### src/hdl/rlbs_pkg.sv
// Shared types, constants and codes for the RGB LED breathing serialiser.
`timescale 1ns / 1ps
`default_nettype none

package rlbs_pkg;

   // field widths
   localparam int COLOR_W  = 8;
   localparam int LEVEL_W  = 7;
   localparam int TICK_W   = 15;
   localparam int OP_W     = 2;
   localparam int CSR_IDX_W = 3;
   localparam int FRAME_W  = 3 * COLOR_W;

   // brightness stepping
   localparam logic [LEVEL_W-1:0] FULL_PCT = LEVEL_W'(100);
   localparam logic [LEVEL_W-1:0] STEP_PCT = LEVEL_W'(5);

   // x / 100 as (x * 5243) >> 19, exact for x below 43699
   localparam int PROD_W      = COLOR_W + LEVEL_W;
   localparam int RECIP_W     = 13;
   localparam int RECIP_SHIFT = 19;
   localparam logic [RECIP_W-1:0] RECIP_100 = RECIP_W'(5243);

   // symbols in one frame: 24 data bits and one latch symbol
   localparam int SYMBOLS = FRAME_W + 1;
   localparam int SYM_CNT_W = $clog2(SYMBOLS);

   // default queue depth between front and back
   localparam int QUEUE_DEPTH_DEF = 4;

   // reset values of the timing registers
   localparam logic [TICK_W-1:0] ZERO_HIGH_RST  = TICK_W'(3);
   localparam logic [TICK_W-1:0] ZERO_LOW_RST   = TICK_W'(10);
   localparam logic [TICK_W-1:0] ONE_HIGH_RST   = TICK_W'(10);
   localparam logic [TICK_W-1:0] ONE_LOW_RST    = TICK_W'(3);
   localparam logic [TICK_W-1:0] LATCH_HALF_RST = TICK_W'(2800);

   typedef enum logic [OP_W-1:0] {
      OP_SET_COLOR   = 2'd0,
      OP_START_PULSE = 2'd1,
      OP_PULSE_STEP  = 2'd2
   } op_type;

   typedef enum logic [CSR_IDX_W-1:0] {
      CSR_ZERO_HIGH  = 3'd0,
      CSR_ZERO_LOW   = 3'd1,
      CSR_ONE_HIGH   = 3'd2,
      CSR_ONE_LOW    = 3'd3,
      CSR_LATCH_HALF = 3'd4
   } csr_idx_type;

   // one colour frame, sent green, red, blue
   typedef struct packed {
      logic [COLOR_W-1:0] green;
      logic [COLOR_W-1:0] red;
      logic [COLOR_W-1:0] blue;
   } frame_type;

   // head of the frame queue as the back end sees it
   typedef struct packed {
      logic      valid;
      frame_type frame;
   } q_head_type;

endpackage

`default_nettype wire

### src/hdl/rlbs_queue.sv
// Small frame queue between the front end and the serialiser.
`timescale 1ns / 1ps
`default_nettype none

module rlbs_queue #(
   parameter int QUEUE_DEPTH = rlbs_pkg::QUEUE_DEPTH_DEF
) (
   input  wire logic                             clock,
   input  wire logic                             reset,
   input  wire logic                             push,
   input  wire rlbs_pkg::frame_type              push_frame,
   input  wire logic                             pop,
   output rlbs_pkg::q_head_type                  head,
   output logic [$clog2(QUEUE_DEPTH+1)-1:0]      count
);
   import rlbs_pkg::*;

   localparam int PTR_W = (QUEUE_DEPTH > 1) ? $clog2(QUEUE_DEPTH) : 1;
   localparam int CNT_W = $clog2(QUEUE_DEPTH + 1);

   frame_type          slot_ff [QUEUE_DEPTH];
   logic [PTR_W-1:0]   wr_ptr_ff, wr_ptr_in;
   logic [PTR_W-1:0]   rd_ptr_ff, rd_ptr_in;
   logic [CNT_W-1:0]   count_ff, count_in;
   logic               do_pop;

   assign do_pop = pop && (count_ff != '0);

   // pointer and fill bookkeeping
   always_comb begin
      wr_ptr_in = wr_ptr_ff;
      rd_ptr_in = rd_ptr_ff;
      count_in  = count_ff;
      if (push) begin
         wr_ptr_in = (wr_ptr_ff == PTR_W'(QUEUE_DEPTH - 1)) ? '0 : wr_ptr_ff + PTR_W'(1);
      end
      if (do_pop) begin
         rd_ptr_in = (rd_ptr_ff == PTR_W'(QUEUE_DEPTH - 1)) ? '0 : rd_ptr_ff + PTR_W'(1);
      end
      if (push && !do_pop) begin
         count_in = count_ff + CNT_W'(1);
      end else if (!push && do_pop) begin
         count_in = count_ff - CNT_W'(1);
      end
   end

   always_ff @(posedge clock) begin
      if (reset) begin
         wr_ptr_ff <= '0;
         rd_ptr_ff <= '0;
         count_ff  <= '0;
      end else begin
         wr_ptr_ff <= wr_ptr_in;
         rd_ptr_ff <= rd_ptr_in;
         count_ff  <= count_in;
      end
   end

   // storage, no reset needed
   always_ff @(posedge clock) begin
      if (push) begin
         slot_ff[wr_ptr_ff] <= push_frame;
      end
   end

   assign head.valid = (count_ff != '0);
   assign head.frame = slot_ff[rd_ptr_ff];
   assign count      = count_ff;

endmodule

`default_nettype wire

### src/hdl/rlbs_front.sv
// Front end: takes items, keeps colour and breathing state, scales frames.
`timescale 1ns / 1ps
`default_nettype none

module rlbs_front #(
   parameter int QUEUE_DEPTH = rlbs_pkg::QUEUE_DEPTH_DEF
) (
   input  wire logic                              clock,
   input  wire logic                              reset,
   input  wire logic                              req_push,
   output logic                                   req_full,
   input  wire logic [rlbs_pkg::OP_W-1:0]         req_op,
   input  wire logic [rlbs_pkg::COLOR_W-1:0]      req_red,
   input  wire logic [rlbs_pkg::COLOR_W-1:0]      req_green,
   input  wire logic [rlbs_pkg::COLOR_W-1:0]      req_blue,
   input  wire logic [$clog2(QUEUE_DEPTH+1)-1:0]  q_count,
   output logic                                   q_push,
   output rlbs_pkg::frame_type                    q_frame
);
   import rlbs_pkg::*;

   localparam int CNT_W   = $clog2(QUEUE_DEPTH + 1);
   localparam int SCALE_W = PROD_W + RECIP_W;

   // held state
   logic [COLOR_W-1:0] red_ff, red_in;
   logic [COLOR_W-1:0] green_ff, green_in;
   logic [COLOR_W-1:0] blue_ff, blue_in;
   logic               pulsing_ff, pulsing_in;
   logic [LEVEL_W-1:0] level_ff, level_in;
   logic               rising_ff, rising_in;

   // scaling pipeline
   logic               s1_valid_ff, s1_valid_in;
   logic [PROD_W-1:0]  s1_red_ff, s1_green_ff, s1_blue_ff;
   logic               s2_valid_ff;
   frame_type          s2_frame_ff;

   logic               accept;
   logic               s1_load;
   logic [COLOR_W-1:0] mul_red, mul_green, mul_blue;
   logic [LEVEL_W-1:0] mul_level;
   logic [LEVEL_W-1:0] level_up;
   logic [CNT_W:0]     credits;
   logic [SCALE_W-1:0] sc_red, sc_green, sc_blue;

   // every frame in flight holds a queue slot, so the queue never overflows
   assign credits  = (CNT_W+1)'(q_count) + (CNT_W+1)'(s1_valid_ff)
                   + (CNT_W+1)'(s2_valid_ff);
   assign req_full = (credits >= (CNT_W+1)'(QUEUE_DEPTH));
   assign accept   = req_push && !req_full;
   assign level_up = level_ff + STEP_PCT;

   // decode the item and work out the next state
   always_comb begin
      red_in     = red_ff;
      green_in   = green_ff;
      blue_in    = blue_ff;
      pulsing_in = pulsing_ff;
      level_in   = level_ff;
      rising_in  = rising_ff;
      mul_red    = red_ff;
      mul_green  = green_ff;
      mul_blue   = blue_ff;
      mul_level  = level_ff;
      s1_load    = 1'b0;
      if (accept) begin
         case (op_type'(req_op))
            OP_SET_COLOR: begin
               red_in     = req_red;
               green_in   = req_green;
               blue_in    = req_blue;
               pulsing_in = 1'b0;
               // full scale: colour * 100 / 100 gives the colour back
               mul_red    = req_red;
               mul_green  = req_green;
               mul_blue   = req_blue;
               mul_level  = FULL_PCT;
               s1_load    = 1'b1;
            end
            OP_START_PULSE: begin
               red_in     = req_red;
               green_in   = req_green;
               blue_in    = req_blue;
               pulsing_in = 1'b1;
            end
            OP_PULSE_STEP: begin
               if (pulsing_ff) begin
                  s1_load = 1'b1;
                  if (rising_ff) begin
                     if (level_up >= FULL_PCT) begin
                        level_in  = FULL_PCT;
                        rising_in = 1'b0;
                     end else begin
                        level_in = level_up;
                     end
                  end else begin
                     if (level_ff <= STEP_PCT) begin
                        level_in  = '0;
                        rising_in = 1'b1;
                     end else begin
                        level_in = level_ff - STEP_PCT;
                     end
                  end
               end
            end
            default: begin
            end
         endcase
      end
      s1_valid_in = s1_load;
   end

   always_ff @(posedge clock) begin
      if (reset) begin
         red_ff      <= '0;
         green_ff    <= '0;
         blue_ff     <= '0;
         pulsing_ff  <= 1'b0;
         level_ff    <= '0;
         rising_ff   <= 1'b1;
         s1_valid_ff <= 1'b0;
         s2_valid_ff <= 1'b0;
      end else begin
         red_ff      <= red_in;
         green_ff    <= green_in;
         blue_ff     <= blue_in;
         pulsing_ff  <= pulsing_in;
         level_ff    <= level_in;
         rising_ff   <= rising_in;
         s1_valid_ff <= s1_valid_in;
         s2_valid_ff <= s1_valid_ff;
      end
   end

   // stage 1: colour times level
   always_ff @(posedge clock) begin
      if (s1_load) begin
         s1_red_ff   <= PROD_W'(mul_red) * PROD_W'(mul_level);
         s1_green_ff <= PROD_W'(mul_green) * PROD_W'(mul_level);
         s1_blue_ff  <= PROD_W'(mul_blue) * PROD_W'(mul_level);
      end
   end

   // stage 2: divide by 100 through the reciprocal
   assign sc_red   = SCALE_W'(s1_red_ff) * SCALE_W'(RECIP_100);
   assign sc_green = SCALE_W'(s1_green_ff) * SCALE_W'(RECIP_100);
   assign sc_blue  = SCALE_W'(s1_blue_ff) * SCALE_W'(RECIP_100);

   always_ff @(posedge clock) begin
      if (s1_valid_ff) begin
         s2_frame_ff.red   <= sc_red[RECIP_SHIFT +: COLOR_W];
         s2_frame_ff.green <= sc_green[RECIP_SHIFT +: COLOR_W];
         s2_frame_ff.blue  <= sc_blue[RECIP_SHIFT +: COLOR_W];
      end
   end

   assign q_push  = s2_valid_ff;
   assign q_frame = s2_frame_ff;

endmodule

`default_nettype wire

### src/hdl/rlbs_back.sv
// Back end: timing registers and the symbol serialiser with its result register.
`timescale 1ns / 1ps
`default_nettype none

module rlbs_back (
   input  wire logic                            clock,
   input  wire logic                            reset,
   input  wire logic                            csr_valid,
   output logic                                 csr_ready,
   input  wire logic [rlbs_pkg::CSR_IDX_W-1:0]  csr_index,
   input  wire logic [rlbs_pkg::TICK_W-1:0]     csr_data,
   input  wire rlbs_pkg::q_head_type            q_head,
   output logic                                 q_pop,
   output logic                                 rsp_empty,
   input  wire logic                            rsp_pop,
   output logic                                 rsp_first_level,
   output logic [rlbs_pkg::TICK_W-1:0]          rsp_first_ticks,
   output logic [rlbs_pkg::TICK_W-1:0]          rsp_second_ticks,
   output logic                                 rsp_frame_end
);
   import rlbs_pkg::*;

   localparam logic [SYM_CNT_W-1:0] LAST_SYM = SYM_CNT_W'(SYMBOLS - 1);

   // timing registers
   logic [TICK_W-1:0] zero_high_ff, zero_low_ff, one_high_ff, one_low_ff, latch_half_ff;

   // serialiser
   logic                 busy_ff, busy_in;
   logic [SYM_CNT_W-1:0] sym_ff, sym_in;
   logic [FRAME_W-1:0]   shift_ff, shift_in;

   // result register
   logic              out_valid_ff, out_valid_in;
   logic              out_level_ff, out_level_in;
   logic [TICK_W-1:0] out_first_ff, out_first_in;
   logic [TICK_W-1:0] out_second_ff, out_second_in;
   logic              out_end_ff, out_end_in;

   logic advance;

   assign csr_ready = 1'b1;

   always_ff @(posedge clock) begin
      if (reset) begin
         zero_high_ff  <= ZERO_HIGH_RST;
         zero_low_ff   <= ZERO_LOW_RST;
         one_high_ff   <= ONE_HIGH_RST;
         one_low_ff    <= ONE_LOW_RST;
         latch_half_ff <= LATCH_HALF_RST;
      end else if (csr_valid) begin
         case (csr_idx_type'(csr_index))
            CSR_ZERO_HIGH:  zero_high_ff  <= csr_data;
            CSR_ZERO_LOW:   zero_low_ff   <= csr_data;
            CSR_ONE_HIGH:   one_high_ff   <= csr_data;
            CSR_ONE_LOW:    one_low_ff    <= csr_data;
            CSR_LATCH_HALF: latch_half_ff <= csr_data;
            default: begin
            end
         endcase
      end
   end

   // result slot is free or being taken this cycle
   assign advance = !out_valid_ff || rsp_pop;

   // one symbol per cycle unless stalled; next frame loads with the latch symbol
   always_comb begin
      busy_in       = busy_ff;
      sym_in        = sym_ff;
      shift_in      = shift_ff;
      out_valid_in  = out_valid_ff;
      out_level_in  = out_level_ff;
      out_first_in  = out_first_ff;
      out_second_in = out_second_ff;
      out_end_in    = out_end_ff;
      q_pop         = 1'b0;
      if (advance) begin
         out_valid_in = busy_ff;
      end
      if (busy_ff) begin
         if (advance) begin
            if (sym_ff == LAST_SYM) begin
               out_level_in  = 1'b0;
               out_first_in  = latch_half_ff;
               out_second_in = latch_half_ff;
               out_end_in    = 1'b1;
               busy_in       = q_head.valid;
               q_pop         = q_head.valid;
               sym_in        = '0;
               shift_in      = q_head.frame;
            end else begin
               out_level_in  = 1'b1;
               out_first_in  = shift_ff[FRAME_W-1] ? one_high_ff : zero_high_ff;
               out_second_in = shift_ff[FRAME_W-1] ? one_low_ff : zero_low_ff;
               out_end_in    = 1'b0;
               sym_in        = sym_ff + SYM_CNT_W'(1);
               shift_in      = {shift_ff[FRAME_W-2:0], 1'b0};
            end
         end
      end else if (q_head.valid) begin
         busy_in  = 1'b1;
         q_pop    = 1'b1;
         sym_in   = '0;
         shift_in = q_head.frame;
      end
   end

   always_ff @(posedge clock) begin
      if (reset) begin
         busy_ff      <= 1'b0;
         sym_ff       <= '0;
         out_valid_ff <= 1'b0;
      end else begin
         busy_ff      <= busy_in;
         sym_ff       <= sym_in;
         out_valid_ff <= out_valid_in;
      end
   end

   always_ff @(posedge clock) begin
      shift_ff      <= shift_in;
      out_level_ff  <= out_level_in;
      out_first_ff  <= out_first_in;
      out_second_ff <= out_second_in;
      out_end_ff    <= out_end_in;
   end

   assign rsp_empty        = !out_valid_ff;
   assign rsp_first_level  = out_level_ff;
   assign rsp_first_ticks  = out_first_ff;
   assign rsp_second_ticks = out_second_ff;
   assign rsp_frame_end    = out_end_ff;

endmodule

`default_nettype wire

### src/hdl/rgb_led_breathing_serializer.sv
// Top level of the RGB LED breathing serialiser.
`timescale 1ns / 1ps
`default_nettype none

// Drives one addressable RGB LED as a stream of line symbols (high ticks, low
// ticks). set_color sends the colour as 24 data symbols, green, red, blue, MSB
// first, then one latch symbol; start_pulse stores a colour and enables
// breathing; each pulse_step then sends the colour scaled by the brightness
// level and moves the level 5 % up or down between 0 and 100. Items are taken
// one per cycle while req_full is low; a colour item passes a two-stage scaling
// pipeline into a queue of QUEUE_DEPTH frames, and req_full rises once frames
// in the pipeline and the queue fill that queue. The serialiser puts out one
// symbol per cycle while results are taken, so the 25 symbols of each frame
// set the sustained rate of frame items. Each frame passes both scaling stages,
// the queue and the shift register before its first symbol is put out. Timing
// registers should be written while the block is idle; csr_ready is always high.
module rgb_led_breathing_serializer #(
   parameter int QUEUE_DEPTH = rlbs_pkg::QUEUE_DEPTH_DEF
) (
   input  wire logic                            clock,
   input  wire logic                            reset,
   input  wire logic                            req_push,
   output logic                                 req_full,
   input  wire logic [rlbs_pkg::OP_W-1:0]       req_op,
   input  wire logic [rlbs_pkg::COLOR_W-1:0]    req_red,
   input  wire logic [rlbs_pkg::COLOR_W-1:0]    req_green,
   input  wire logic [rlbs_pkg::COLOR_W-1:0]    req_blue,
   output logic                                 rsp_empty,
   input  wire logic                            rsp_pop,
   output logic                                 rsp_first_level,
   output logic [rlbs_pkg::TICK_W-1:0]          rsp_first_ticks,
   output logic [rlbs_pkg::TICK_W-1:0]          rsp_second_ticks,
   output logic                                 rsp_frame_end,
   input  wire logic                            csr_valid,
   output logic                                 csr_ready,
   input  wire logic [rlbs_pkg::CSR_IDX_W-1:0]  csr_index,
   input  wire logic [rlbs_pkg::TICK_W-1:0]     csr_data
);
   import rlbs_pkg::*;

   localparam int CNT_W = $clog2(QUEUE_DEPTH + 1);

   logic             q_push;
   frame_type        q_frame;
   logic             q_pop;
   q_head_type       q_head;
   logic [CNT_W-1:0] q_count;

   rlbs_front #(
      .QUEUE_DEPTH (QUEUE_DEPTH)
   ) u_front (
      .clock     (clock),
      .reset     (reset),
      .req_push  (req_push),
      .req_full  (req_full),
      .req_op    (req_op),
      .req_red   (req_red),
      .req_green (req_green),
      .req_blue  (req_blue),
      .q_count   (q_count),
      .q_push    (q_push),
      .q_frame   (q_frame)
   );

   rlbs_queue #(
      .QUEUE_DEPTH (QUEUE_DEPTH)
   ) u_queue (
      .clock      (clock),
      .reset      (reset),
      .push       (q_push),
      .push_frame (q_frame),
      .pop        (q_pop),
      .head       (q_head),
      .count      (q_count)
   );

   rlbs_back u_back (
      .clock            (clock),
      .reset            (reset),
      .csr_valid        (csr_valid),
      .csr_ready        (csr_ready),
      .csr_index        (csr_index),
      .csr_data         (csr_data),
      .q_head           (q_head),
      .q_pop            (q_pop),
      .rsp_empty        (rsp_empty),
      .rsp_pop          (rsp_pop),
      .rsp_first_level  (rsp_first_level),
      .rsp_first_ticks  (rsp_first_ticks),
      .rsp_second_ticks (rsp_second_ticks),
      .rsp_frame_end    (rsp_frame_end)
   );

endmodule

`default_nettype wire

### config.mk
export PLATFORM = sky130hd
export DESIGN_NAME = rgb_led_breathing_serializer
export DESIGN_NICKNAME = d
export VERILOG_FILES = /design/src/hdl/rlbs_pkg.sv /design/src/hdl/rlbs_queue.sv /design/src/hdl/rlbs_front.sv /design/src/hdl/rlbs_back.sv /design/src/hdl/rgb_led_breathing_serializer.sv
export SDC_FILE = /design/constraint.sdc
export NUM_CORES = 1
export LEC_CHECK = 0
export BUFFER_PORTS_ARGS = -buffer_cell sky130_fd_sc_hd__buf_2
export CORE_ASPECT_RATIO = 1.2
export CORE_MARGIN = 1
export CORE_UTILIZATION = 50
export CTS_CLUSTER_SIZE = 12
export DETAILED_ROUTE_END_ITERATION = 16
export MAX_ROUTING_LAYER = met4
export PLACE_DENSITY = 0.69
export SKIP_LAST_GASP = 1
export SLEW_MARGIN = 20
export SYNTH_ARGS = -nofsm -noshare
export SYNTH_HDL_FRONTEND = slang
export SYNTH_SLANG_ARGS = --single-unit
### constraint.sdc
create_clock -name clock -period 6.41 [get_ports clock]
set_input_delay 1.282 -clock clock [delete_from_list [all_inputs] [get_ports clock]]
set_output_delay 1.282 -clock clock [all_outputs]
set_load 0.1 [all_outputs]
==> results of run 1 <==
-- final timing paths --
check        cells past startpoint                       to  slack, ns
max reg2reg                     21  u_front.s1_green_ff[14]       0.37
min                              2   u_back.zero_high_ff[3]       0.45
min reg2reg                      2   u_back.zero_high_ff[3]       0.45
max                             21  u_front.s1_green_ff[14]       0.37
-- final cells by class --
type / count / area, um^2 / area share
multi-input cells: 1764 / 17700 / 0.562
flip-flops and latches: 347 / 9160 / 0.291
inverters: 468 / 1760 / 0.0558
clock buffers: 51 / 1040 / 0.0332
well taps: 735 / 920 / 0.0292
repair buffers: 124 / 741 / 0.0235
clock inverters: 14 / 145 / 0.00461
diodes: 3 / 7.51 / 0.000239
-- sequential cells by signal, indices dropped and copies added, names as in the netlist, 15 cells and up, named ones only --
| signal | flops |
|---|---|
| u_back.latch_half_ff | 15 |
| u_back.one_high_ff | 15 |
| u_back.one_low_ff | 15 |
| u_back.rsp_first_ticks | 15 |
| u_back.rsp_second_ticks | 15 |
| u_back.shift_ff | 24 |
| u_back.zero_high_ff | 15 |
| u_back.zero_low_ff | 15 |
| u_front.q_frame | 24 |
| u_front.s1_blue_ff | 15 |
| u_front.s1_green_ff | 15 |
| u_front.s1_red_ff | 15 |
| u_queue.slot_ff | 96 |
-- cell usage after synthesis (all sizes together) (23+ instances only) --
master  instances  area (um^2)
edfxtp        221         6640
nor2           83          312
mux2i          35          350
mux4           24          541
xnor2          55          482
a21oi         170          851
nand2         240          901
fa            292         5850
and3           84          526
o21ai          45          225
dfxtp         126         2520
inv           468         1760
mux2           23          259
clkbuf         68          255
ha            405         5070
a22o           53          464
-- cells by family after synthesis --
kind of cell,after synthesis
adder cells (fa/ha/maj),697
other,1
flip-flops,347
AO/OA/AOI/OAI,388
multiplexers,82
buffers and inverters,558
AND/OR/NAND/NOR,523
XOR/XNOR,73
-- through the flow --
step | total power [mW] | setup WS, ns | utilization
2_1_floorplan | 7.25 | 0.335 | -
3_3_place_gp | 8.40 | -0.0114 | 0.529
3_5_place_dp | 8.65 | -0.0925 | 0.529
4_1_cts | 10.8 | 0.367 | 0.550
5_1_grt | 11.6 | 0.0595 | 0.550
6_report | 10.7 | 0.367 | 0.550
-- power by group through the flow --
stage          combinational [mW]  sequential, mW  clock [mW]
2_1_floorplan                3.94            3.31           0
3_3_place_gp                 5.40            3.01           0
3_5_place_dp                 5.63            3.02           0
4_1_cts                      5.71            2.97        2.14
5_1_grt                      6.41            3.00        2.21
6_report                     5.66            2.97        2.09
-- metal layers --
metal,part of all wire,GRT usage,vias to the layer above
met5,0,-,-
met4,0.028,0.0749,0
met1,0.43,0.269,9506
met2,0.50,0.377,465
li1,-,-,9147
met3,0.043,0.0293,116
-- worst max-delay path: stages, from the launching register on --
cell      delay [ns]
dfxtp_1         0.47
ha_1            0.28
a21o_1          0.17
a211o_1         0.44
or3_2           0.53
buf_12          0.19
and3_1          0.21
fa_1            0.54
inv_1           0.06
fa_1            0.53
inv_1           0.05
fa_1            0.47
inv_1           0.05
fa_1            0.47
inv_1           0.04
ha_1            0.29
inv_1           0.07
o21a_1          0.19
nor3_1          0.28
a211oi_1        0.16
a21oi_1         0.20
xnor2_1         0.09
-- layout by cell type (no fill, tap or decap), types with 53 or more instances in the layout --
cell type / count
inv_1: 468
a21oi_1: 170
edfxtp_1: 221
dfxtp_1: 126
ha_1: 405
nor2_1: 82
buf_2: 81
a22o_1: 53
and3_1: 84
xnor2_1: 55
fa_1: 292
nand2_1: 240
==> out/metrics.csv, run 1 <==
metric,value,unit
post-synthesis xor/xnor area fraction,0.0221,
ys flop type,edfxtp_1,
clock-pin transition on the worst setup and hold timing paths,0.06,ns
core region area,0.0572,mm^2
layout cells sized above 1,0.0874,
iteration count of the initial detailed-routing pass,5,
"Gates resized, CTS repair",0,
leakage power,15.0,nW
H-tree Lvls,2,
NetSw,4.44,mW
fmax,165,MHz
largest net degree at the start of global routing,89,
drt drc,0,
Worst Hold Slack,0.453,ns
Hold Buf Count CTS,0,
Vias,19234,
Synth Area in Adders,0.377,
Rel. slew slack,0.287,
period utilization,0.943,
R2R Path Start,u_front.q_push,
Die ar.,0.0589,mm^2
DR WL/cell,17.4,um
Hold Startpoint,u_back.zero_high_ff[3],
Post-synth EDFFs,221,
postcts setup bufs,0,
Worst Path Arrival,6.37,ns
Final #Nets,3490,
Buffers on Ports,82,
Post-synth ARST share,0,
CTS tree,built,
vias in the first global route,20682,
final slew viol count,0,
Slew @ Worst Pin,1.07,ns
Root Driver,clkbuf_16,
Yosys cell types,64,
Int Power,6.29,mW
CTS Buf Count,39,
CP Class,flop to flop,
HPWL after detailed placement,47300,um
Synth Net Count,3415,
sequential share of power,0.277,
gr usage total,0.220,
switch share,0.414,
Comb pwr share,0.528,
Final setup viols,0,
maxcap violations,0,
total gr overflow,0,
type of element capturing the critical path,flop,
initial antenna violation count,3,
initial drt markers,993,
min-delay worst type,flop to flop,
die width,222,um
run status,completed,
first-pass GRT wire length,102000,um
synthesized flop and latch total,347,
post-synthesis simple-gate area fraction,0.0848,
Clock power frac,0.195,
Critical Path RT,6.74,ns
Ports,84,
Die H,266,um
"Max FO, Critical Path",38,
fill count,4950,
RSZ-0062 raised after global routing,no,
Post-DRT Antenna Nets,0,
Post-Layout Cell Count,3506,
Initial Utilization,0.507,
Period minus WS final,6.04,ns
mapped cell area,0.0290,mm^2
Placed Area,0.0303,mm^2
syn avg cell area,10.9,um^2
routability cong.,0.902,
CP startpoint,u_front.q_push,
Fin. Hold Viols,0,
CP Launch Type,flop,
Worst Skew,0.0342,ns
Max Buffers Root-to-Sink,3,
Synth Area in Compound Gates,0.0858,
Core Rows,96,
Finished Cell Area,0.0315,mm^2
cell area power density,341,mW/mm^2
part of the Yosys area used for sequential elements,0.316,
yosys warns,0,
Max VDD drop,0.292,mV
Fin Setup TNS,0,ns
largest family of logic cells by synthesized area,adder cells,
worst skew pair latency,0.58,ns
multiplexer share of the synthesized area,0.0397,
Mapped Cells,2669,
Vias/cell,5.49,
Area Overhead vs Synth,8.61,%
drt total wl,60800,um
Post-Place Cells,3438,
Clock Sinks,347,
No activity file was read; power rests on OpenSTA's default activity.
==> run 2, diff against run 1 <==
--- a/config.mk
+++ b/config.mk
@@ -17,4 +17,5 @@
 export SLEW_MARGIN = 20
 export SYNTH_ARGS = -nofsm -noshare
 export SYNTH_HDL_FRONTEND = slang
+export SYNTH_HIERARCHICAL = 1
 export SYNTH_SLANG_ARGS = --single-unit
==> out/metrics.csv, run 2 <==
metric,value,unit,change
total gr overflow,0,,unchanged
vias in the first global route,20812,,"was 20,682"
"Gates resized, CTS repair",0,,unchanged
Vias,19434,,"was 19,234"
H-tree Lvls,2,,unchanged
largest area contributor in the netlist,edfxtp_1,,unchanged
Core Rows,96,,unchanged
Clock power frac,0.257,,was 0.195
Final #Nets,3525,,"was 3,490"
ys flop type,edfxtp_1,,unchanged
part of the Yosys area used for sequential elements,0.312,,was 0.316
post-synthesis xor/xnor area fraction,0.0221,,about the same
cell area power density,256,mW/mm^2,was 341 mW/mm^2
Worst Hold Slack,0.455,ns,was 0.453 ns
Period minus WS final,6.12,ns,was 6.04 ns
Area Overhead vs Synth,8.62,%,was 8.61%
"Power, Total",8.15,mW,was 10.7 mW
initial drt markers,947,,was 993
switch share,0.362,,was 0.414
NetSw,2.95,mW,was 4.44 mW
Clock Sinks,347,,unchanged
largest family of logic cells by synthesized area,adder cells,,unchanged
top-count cell post-synth,inv_1,,unchanged
routability cong.,0.899,,was 0.902
HPWL after detailed placement,47100,um,"was 47,300 um"
Slew @ Worst Pin,1.07,ns,about the same
Synth top area share,0.226,,was 0.229
utilization after layout,0.554,,was 0.550
leakage power,15.1,nW,was 15.0 nW
Buffers on Ports,82,,unchanged
yosys warns,6,,was 0
crit path cell chain,buf_2 -> inv_1 -> a211o_1 -> or3_2 -> and2_4 -> a22o_1 -> fa_1 -> fa_1 -> fa_1 -> inv_1 -> fa_1 -> inv_1 -> ha_1 -> or2_2 -> a21oi_1 -> nor3_1 -> a2111oi_2 -> a21oi_1 -> xnor2_1,,was ha_1 -> a21o_1 -> a211o_1 -> or3_2 -> buf_12 -> and3_1 -> fa_1 -> inv_1 -> fa_1 -> inv_1 -> fa_1 -> inv_1 -> fa_1 -> inv_1 -> ha_1 -> inv_1 -> o21a_1 -> nor3_1 -> a211oi_1 -> a21oi_1 -> xnor2_1
"Max FO, Critical Path",7,,was 38
sequential share of power,0.327,,was 0.277
Worst path max stage delay,0.53,ns,was 0.54 ns
Final setup viols,0,,unchanged
Largest register FFs,96,,unchanged
"commonest non-fill, non-tap cell in the layout",inv_1,,unchanged
CTS Buf Count,38,,was 39
Rel. slew slack,0.281,,was 0.287
Worst Skew,0.0241,ns,was 0.0342 ns
die width,223,um,was 222 um
Ports,84,,unchanged
Hold Startpoint,u_back/zero_low_ff[5],,was u_back.zero_high_ff[3]
clock-pin transition on the worst setup and hold timing paths,0.06,ns,about the same
multiplexer share of the synthesized area,0.0397,,about the same
run status,completed,,unchanged
CP Class,input port to flop,,was flop to flop
fmax,163,MHz,was 165 MHz
most frequent cells in the layout,"inv_1, ha_1, fa_1",,unchanged
Post-DRT Antenna Nets,0,,unchanged
iteration count of the initial detailed-routing pass,5,,unchanged
min-delay worst type,flop to flop,,unchanged
CTS tree,built,,unchanged
Fin. Hold Viols,0,,unchanged
core region area,0.0575,mm^2,was 0.0572 mm^2
Reg2Reg Depth,19,,was 21
mapped cell area,0.0293,mm^2,was 0.0290 mm^2
Die H,267,um,was 266 um
Int Power,5.20,mW,was 6.29 mW
final slew viol count,0,,unchanged
post-route worst setup slack,0.290,ns,was 0.367 ns
type of element capturing the critical path,flop,,unchanged
Mapped Cells,2687,,"was 2,669"
Max Buffers Root-to-Sink,3,,unchanged
Worst Setup Slack post-DPL,-0.293,ns,was -0.0925 ns
ranking of synthesized cells by area,"edfxtp_1, fa_1, ha_1, dfxtp_1, inv_1",,unchanged
Hold Path Sink,u_back/zero_low_ff[5],,was u_back.zero_high_ff[3]
synthesized flop and latch total,347,,unchanged
Post-synth ARST share,0,,unchanged
Fin Setup TNS,0,ns,unchanged
Synth Area in Adders,0.372,,was 0.377
postcts setup bufs,0,,unchanged
RSZ-0062 raised after global routing,no,,unchanged
Max VDD drop,0.185,mV,was 0.292 mV
Top reg by flops,u_queue/slot_ff,,was u_queue.slot_ff
period utilization,0.955,,was 0.943
Initial Utilization,0.510,,was 0.507
Critical Path RT,6.69,ns,was 6.74 ns
slowest cell on the critical path,or3_2,,was fa_1
worst skew pair latency,0.56,ns,was 0.58 ns
Post-synth EDFFs,221,,unchanged
Vias/cell,5.49,,about the same
syn avg cell area,10.9,um^2,about the same
R2R Path Start,u_front/q_push,,was u_front.q_push
DR WL/cell,17.1,um,was 17.4 um
drt total wl,60600,um,"was 60,800 um"
RR Endpoint,u_front/s1_red_ff[14],,was u_front.s1_green_ff[14]
synth cell count leaders,"inv_1, ha_1, fa_1, nand2_1, edfxtp_1",,unchanged
Die ar.,0.0597,mm^2,was 0.0589 mm^2
Synth Net Count,3433,,"was 3,415"
gr usage total,0.215,,was 0.220
Synth Area in Compound Gates,0.0866,,was 0.0858
CP Launch Type,input port,,was flop
layout cells sized above 1,0.0955,,was 0.0874
initial antenna violation count,1,,was 3
largest net degree at the start of global routing,98,,was 89
Hold Path Depth,2,,unchanged
drt drc,0,,unchanged
maxcap violations,0,,unchanged
Worst Path Arrival,6.40,ns,was 6.37 ns
Hold Buf Count CTS,0,,unchanged
Yosys cell types,80,,was 64
post-synthesis simple-gate area fraction,0.0905,,was 0.0848
CP dominant cell by count,fa_1,,was inv_1
first-pass GRT wire length,101000,um,"was 102,000 um"
Comb pwr share,0.416,,was 0.528
Reg2Reg Setup Slack,0.32,ns,was 0.37 ns
Root Driver,clkbuf_16,,unchanged
run 2: changes by cell type in the layout (fill, tap and decap cells not counted), moves of 5 or more:
cell	change
a21oi_1	+13
buf_4	+24
xor2_1	-5
or3_1	+5
nor2b_1	+7
o21ai_0	-21
nor2_1	-19
xnor2_1	+6
run 2: metrics by stage:
step | std cells | cell area, um^2
6_report | 3541 | 31900
5_1_grt | 3541 | 31900
4_1_cts | 3540 | 31900
3_5_place_dp | 3474 | 30700
3_3_place_gp | 3474 | 30700
2_1_floorplan | 2687 | 29400
run 2: kinds of logic after synthesis:
kind of cell,Yosys count
mux,82
compound gates,390
flops,347
buf+inv,560
other cells,1
simple gates,536
xor+xnor,74
fa+ha+maj,697
run 2: per-layer routing:
layer / vias up / track usage / share of wire
met3: 109 / 0.0244 / 0.038
met4: 0 / 0.0677 / 0.025
li1: 9282 / - / -
met5: - / - / 0
met1: 9616 / 0.260 / 0.43
met2: 427 / 0.377 / 0.51
run 2: how the worst max path moves through the flow:
stage                     cells past startpoint     start  slack [ns]                     end
final                                        19  req_push        0.29   u_front/s1_red_ff[14]
after global placement                       22  req_push       -0.20  u_front/s1_blue_ff[14]
after CTS                                    19  req_push        0.29   u_front/s1_red_ff[14]
after global routing                         22  req_push        0.02  u_front/s1_blue_ff[14]
after detailed placement                     19  req_push       -0.29   u_front/s1_red_ff[14]
after floorplan                              21  req_push       0.009   u_front/s1_red_ff[14]
run 2: power by group through the flow:
| stage | registers, mW | clock network (mW) | logic, mW |
|---|---|---|---|
| floorplan | 2.79 | 0 | 2.41 |
| global placement | 2.70 | 0 | 3.25 |
| global route | 2.68 | 2.24 | 3.85 |
| detailed placement | 2.71 | 0 | 3.38 |
| finish | 2.66 | 2.10 | 3.39 |
| CTS | 2.66 | 2.16 | 3.41 |
run 2: layout make-up:
cell class	count	area, um^2
clock buffers	52	1020
multi-input cells	1780	18000
fillers	4859	25700
well taps	735	920
inverters	465	1750
clock inverters	14	174
flip-flops and latches	347	9160
repair buffers	147	901
diodes	1	2.50
run 2: critical path, delay by kind of cell:
family	cells	cell delay (ns)
xor gates and xnor gates	1	0.14
buffers and inverters	4	0.21
and+or+nand+nor	4	1.14
adders and majority gates	5	2.28
AOI/OAI and AO/OA	5	1.33
